[src/design/se2per_pkg.sv]
// Shared widths, constants and types of the planar edge residual pipeline.
package se2per_pkg;

    localparam int POS_W = 32;
    localparam int ANG_W = 31;
    localparam int EA_W = 30;
    localparam int PHI_W = 23;
    localparam int GAIN_W = 16;
    localparam int S_W = 17;
    localparam int CFG_W = PHI_W;
    localparam int CFG_IDX_W = 1;

    localparam int POS_FRAC = 16;
    localparam int ANG_FRAC = 28;
    localparam int ANG_SHIFT = 30 - ANG_FRAC;
    localparam int GUARD = 4;

    localparam int VEC_W = 42;
    localparam int ZW = 36;
    localparam int CORDIC_STEPS = 30;

    localparam int NORM_W = 49;
    localparam int NUM_SHIFT = 25;
    localparam int DEN_SHIFT = 8;
    localparam int NUM_W = PHI_W + NUM_SHIFT;
    localparam int DEN_W = 50;
    localparam int Q_BITS = S_W;

    localparam logic signed [ZW-1:0] PI_Q30 = 36'sd3373259426;
    localparam logic signed [ZW-1:0] TWO_PI_Q30 = 36'sd6746518852;
    localparam logic signed [ZW-1:0] HALF_PI_Q30 = 36'sd1686629713;

    localparam logic signed [15:0] INV_GAIN_HI = 16'sd19898;
    localparam logic signed [15:0] INV_GAIN_LO = 16'sd15210;

    localparam logic [S_W-1:0] S_ONE = 17'd65536;
    localparam logic [NORM_W-1:0] NORM_CAP = 49'h1000000000000;
    localparam logic [PHI_W-1:0] PHI_RESET = 23'd32768;
    localparam logic [GAIN_W-1:0] GAIN_RESET = 16'd2560;

    localparam logic signed [ZW-1:0] ATAN_Q30 [CORDIC_STEPS] = '{
        36'sd843314857, 36'sd497837829, 36'sd263043837, 36'sd133525159, 36'sd67021687,
        36'sd33543516, 36'sd16775851, 36'sd8388437, 36'sd4194283, 36'sd2097149,
        36'sd1048576, 36'sd524288, 36'sd262144, 36'sd131072, 36'sd65536,
        36'sd32768, 36'sd16384, 36'sd8192, 36'sd4096, 36'sd2048,
        36'sd1024, 36'sd512, 36'sd256, 36'sd128, 36'sd64,
        36'sd32, 36'sd16, 36'sd8, 36'sd4, 36'sd2
    };

    typedef enum logic [CFG_IDX_W-1:0] {
        CFG_PHI  = 1'b0,
        CFG_GAIN = 1'b1
    } cfg_index_t;

    typedef struct packed {
        logic                    closure;
        logic signed [POS_W-1:0] mx;
        logic signed [POS_W-1:0] my;
        logic signed [ZW-1:0]    z2;
        logic signed [EA_W-1:0]  ea;
    } rot1_side_t;

    typedef struct packed {
        logic                   closure;
        logic signed [EA_W-1:0] ea;
    } rot2_side_t;

    typedef struct packed {
        logic signed [POS_W-1:0] ex;
        logic signed [POS_W-1:0] ey;
        logic signed [EA_W-1:0]  ea;
    } div_side_t;

endpackage

[src/design/se2per_div.sv]
// Pipelined restoring divider that yields the scale factor, one quotient bit per stage.
module se2per_div #(
    parameter int SIDE_W = 1
) (
    input  logic                              clk,
    input  logic                              rst_n,
    input  logic                              en,
    input  logic                              in_valid,
    input  logic [se2per_pkg::NUM_W-1:0]      in_num,
    input  logic [se2per_pkg::DEN_W-1:0]      in_den,
    input  logic                              in_bypass,
    input  logic [SIDE_W-1:0]                 in_side,
    output logic                              out_valid,
    output logic [se2per_pkg::S_W-1:0]        out_s,
    output logic [SIDE_W-1:0]                 out_side
);
    import se2per_pkg::*;

    localparam int CMP_W = DEN_W + Q_BITS;

    logic              valid_reg [Q_BITS+1];
    logic [NUM_W-1:0]  rem_reg [Q_BITS];
    logic [DEN_W-1:0]  den_reg [Q_BITS];
    logic [Q_BITS-1:0] q_reg [Q_BITS+1];
    logic              byp_reg [Q_BITS+1];
    logic [SIDE_W-1:0] side_reg [Q_BITS+1];

    logic              s_valid_reg;
    logic [S_W-1:0]    s_reg;
    logic [SIDE_W-1:0] s_side_reg;

    always_ff @(posedge clk or negedge rst_n)
    begin
        if (!rst_n)
            valid_reg[0] <= 1'b0;
        else if (en)
            valid_reg[0] <= in_valid;
    end

    always_ff @(posedge clk)
    begin
        if (en)
        begin
            rem_reg[0]  <= in_num;
            den_reg[0]  <= in_den;
            q_reg[0]    <= '0;
            byp_reg[0]  <= in_bypass;
            side_reg[0] <= in_side;
        end
    end

    for (genvar k = 0; k < Q_BITS; k++)
    begin : g_bit
        logic [CMP_W-1:0] trial;
        logic [CMP_W-1:0] rem_w;
        logic             take;

        assign trial = CMP_W'(den_reg[k]) << (Q_BITS - 1 - k);
        assign rem_w = CMP_W'(rem_reg[k]);
        assign take  = rem_w >= trial;

        always_ff @(posedge clk or negedge rst_n)
        begin
            if (!rst_n)
                valid_reg[k+1] <= 1'b0;
            else if (en)
                valid_reg[k+1] <= valid_reg[k];
        end

        always_ff @(posedge clk)
        begin
            if (en)
            begin
                q_reg[k+1]    <= q_reg[k] | (Q_BITS'(take) << (Q_BITS - 1 - k));
                byp_reg[k+1]  <= byp_reg[k];
                side_reg[k+1] <= side_reg[k];
            end
        end

        if (k < Q_BITS - 1)
        begin : g_carry
            always_ff @(posedge clk)
            begin
                if (en)
                begin
                    rem_reg[k+1] <= take ? NUM_W'(rem_w - trial) : rem_reg[k];
                    den_reg[k+1] <= den_reg[k];
                end
            end
        end
    end

    always_ff @(posedge clk or negedge rst_n)
    begin
        if (!rst_n)
            s_valid_reg <= 1'b0;
        else if (en)
            s_valid_reg <= valid_reg[Q_BITS];
    end

    always_ff @(posedge clk)
    begin
        if (en)
        begin
            if (byp_reg[Q_BITS] || q_reg[Q_BITS] > S_ONE)
                s_reg <= S_ONE;
            else
                s_reg <= q_reg[Q_BITS];
            s_side_reg <= side_reg[Q_BITS];
        end
    end

    assign out_valid = s_valid_reg;
    assign out_s     = s_reg;
    assign out_side  = s_side_reg;
endmodule

[config.mk]
export PLATFORM = sky130hd
export DESIGN_NAME = se2per_div
export DESIGN_NICKNAME = d
export VERILOG_FILES = /design/src/design/se2per_pkg.sv /design/src/design/se2per_div.sv
export SDC_FILE = /design/constraint.sdc
export NUM_CORES = 2
export LEC_CHECK = 0
export BUFFER_PORTS_ARGS = -buffer_cell sky130_fd_sc_hd__buf_4
export CAP_MARGIN = 20
export CORE_MARGIN = 2
export CORE_UTILIZATION = 60
export CTS_BUF_LIST = sky130_fd_sc_hd__clkbuf_8
export CTS_CLUSTER_SIZE = 12
export DETAILED_ROUTE_END_ITERATION = 6
export PLACE_DENSITY = 0.74
export SETUP_SLACK_MARGIN = 0.02
export SYNTH_ARGS = -nofsm -noshare
export SYNTH_HDL_FRONTEND = slang
export SYNTH_SLANG_ARGS = --single-unit
[constraint.sdc]
create_clock -name clk -period 6.6 [get_ports clk]
set_input_delay 0.99 -clock clk [delete_from_list [all_inputs] [get_ports clk]]
set_output_delay 0.99 -clock clk [all_outputs]
set_load 0.02 [all_outputs]
==> metrics <==
Clock Skew=0.0601 ns; Syn-to-layout area delta=9.71%; nets=9,689; PostCTS Resize Cnt=0; Worst setup EP type=flop; final period utilization=76.2%; reg2reg setup slack=about 1.6 ns; fmax=0.199 GHz; antenna violations before repair=6; Leak=46.2 nW; clock transition at the registers of the reported paths=0.06 ns; outcome=finished, violations left; GRT overflow=0; Filler cells=around 12,000; Total Power=approximately 0.029 W; area share of the largest cell type after synthesis=55.7%; total negative slack=0 ns; DR iter-0 viols=4,698; EDFF count, synth=about 1,900; global-route wire length before repair=342 mm; share of cells above drive strength 1=10.9%; Synthesis Warnings=0; slew margin rel.=13.4%; die height=414 um; Hold Path Class=primary input to flop; dpl cells=10,700; placer's final routability congestion estimate=0.995; clk_lat worst skew=1.05 ns; die width=about 410 um; final non-filler cell total=approximately 11,000; Synth top cells by count=edfxtp_1, inv_1, ha_1; fin crit period=5.03 ns; Clock Tree Root=clkbuf_8; H-tree level count=5; number of port buffers=122; antenna viol nets, final=0; Row Count=150; WL/cell=between 15 and 20 um; # setup viols final=0; Critical Path RT=7.39 ns; Placed Area=0.105 sq mm; ys flop type=edfxtp_1; DIE AREA=approximately 0.17 sq mm; CTS Sinks=1,892; final core utilization=66.2%; CP max FO=29; PD cells=259 mW/mm^2; failing checks=design-rule violations; register area share after synthesis=56.2%; most numerous cell in the Yosys netlist=edfxtp_1; max FFs per register=850; CP arrival=5.83 ns; register area=0.0567 sq mm; vias per cell=5.79; kind of critical path=flop to flop; gr usage total=25.0%; VDD IR-drop max=0.219 mV; Final Cell Area=0.111 sq mm; Fin. Hold Viols=0; routed wire length=216 mm; clock buffer depth=4; Netlist Area Pre-Place=0.101 sq mm; DP HPWL=roughly 160 mm; IO Pins=roughly 120; Core Box Area=0.167 sq mm; vias in the first global route=68,100; pin count of the biggest net entering global routing=178; Seq cells post-synth=1,892; multi-input logic area=0.0403 sq mm; actual slew at the worst max-slew pin=1.29 ns; Async SR Flop Fraction=1.00%; Inserted Clock Buffers=approximately 330; Pins Over Slew Limit=0; number of library cell types mapped by synthesis=between 90 and 100; initial core utilization=60.4%; RSZ-0062 raised after global routing=false; Vias=65,700; Syn Area/Cell=11.8 sq um; Syn Nets=between 9,000 and 10,000; max_cap viols=0; Post-Syn Instances=8,540; Synth area leaders=edfxtp_1, ha_1, mux2_2; DRT Pass-1 Iters=7; area leader, netlist=edfxtp_1; TritonCTS clock tree=done; Critical Path Start Type=flop; # DRC=2
## worst max-delay path, cell delays in order (launching register included)
cell and delay (ns):
edfxtp_1 0.35, inv_1 0.09, ha_1 0.18, inv_1 0.06
fa_1 0.42, a211oi_1 0.29, o21ai_0 0.27, a21oi_1 0.31
o21ai_2 0.11, a31oi_1 0.53, o21a_1 0.26, o41ai_1 0.10
a21oi_1 0.27, nor2_2 0.08, o2111ai_4 0.81, buf_4 0.30
mux2_2 0.34
## timing repair
action / 4_1_cts / 5_1_grt
hold buffers: 22 / 0
endpoints found under the setup margin: 0 / 0
endpoints found under the hold margin: 40 / 0
setup buffers: 0 / 0
## power by group
| group | internal [W] | total (W) | leakage [nW] | switching, W |
|---|---|---|---|---|
| Clock | 0.00509 | 0.00963 | 3.36 | 0.00454 |
| Combinational | 0.00188 | 0.00455 | 24.3 | 0.00267 |
| Sequential | 0.0141 | 0.0145 | 18.6 | 0.000401 |
| Total | 0.0211 | 0.0287 | 46.2 | 0.00762 |
## per-stage QoR
| step | setup WS, ns | hold slack [ns] |
|---|---|---|
| final | 1.57 | 0.130 |
| after global routing | 1.13 | 0.0501 |
| after CTS | 1.46 | 0.000504 |
| after detailed placement | 1.50 | 0.405 |
| after global placement | 1.53 | 0.400 |
| after floorplan | 2.92 | 0.400 |
## logic make-up (layout without fill, tap and decap cells)
kind of cell,count (synthesis),after routing,synth area share [%]
xor gates and xnor gates,547,547,4.74
adders and majority gates,696,696,8.74
buffers and inverters,1065,1644,4.04
DFF,1892,1892,56.2
other,0,18,0
AOI/OAI and AO/OA,2215,2215,13.8
muxes,348,348,3.86
and+or+nand+nor,1777,1777,8.61
## worst paths after layout
kind                            startpoint               to  cells after the start
min                             in_num[27]   rem_reg[0][27]                      1
min in group asynchronous            rst_n     valid_reg[9]                      2
max                        rem_reg[0][204]  rem_reg[0][255]                     16
max reg2reg                rem_reg[0][204]  rem_reg[0][255]                     16
min reg2reg                   q_reg[11][9]     q_reg[12][9]                      0
max in group asynchronous            rst_n    valid_reg[14]                      2
## layout by cell type, fill, tap and decap left out, drive strengths merged, types with 22 or more instances in the layout
cell / instances
nor4: 81
mux2: 332
o21bai: 81
a21o: 420
ha: 680
xor2: 222
nand2: 594
o31ai: 42
nand4: 113
a21oi: 635
a211o: 22
inv: 964
dlygate4sd3: 22
a211oi: 45
a31oi: 87
clkbuf: 339
and2: 61
o211ai: 28
nand2b: 73
nor2b: 103
nor2: 341
o21ai: 566
and3: 69
xnor2: 325
edfxtp: 1873
nor3: 75
buf: 192
nand3: 153
o21a: 64
clkinv: 113
a221oi: 22
## layout make-up
cell class | instances | area share, %
multi-input combinational | 5583 | 36.4
antenna | 18 | 0.0407
sequential | 1892 | 51.2
tap | 2204 | 2.49
clock inverter | 225 | 1.05
clock buffer | 339 | 4.21
inverter | 865 | 2.93
timing repair buffer | 215 | 1.69
## per-layer routing
| metal | vias to the layer above | GRT usage, % | wire length [um] |
|---|---|---|---|
| met1 | 30800 | 24.9 | 77600 |
| met5 | - | 0 | 0 |
| met3 | 713 | 3.60 | 7940 |
| met4 | 0 | 18.4 | 16700 |
| li1 | 32400 | - | - |
| met2 | 1821 | 47.1 | 114000 |
No activity file was read; power rests on OpenSTA's default activity.
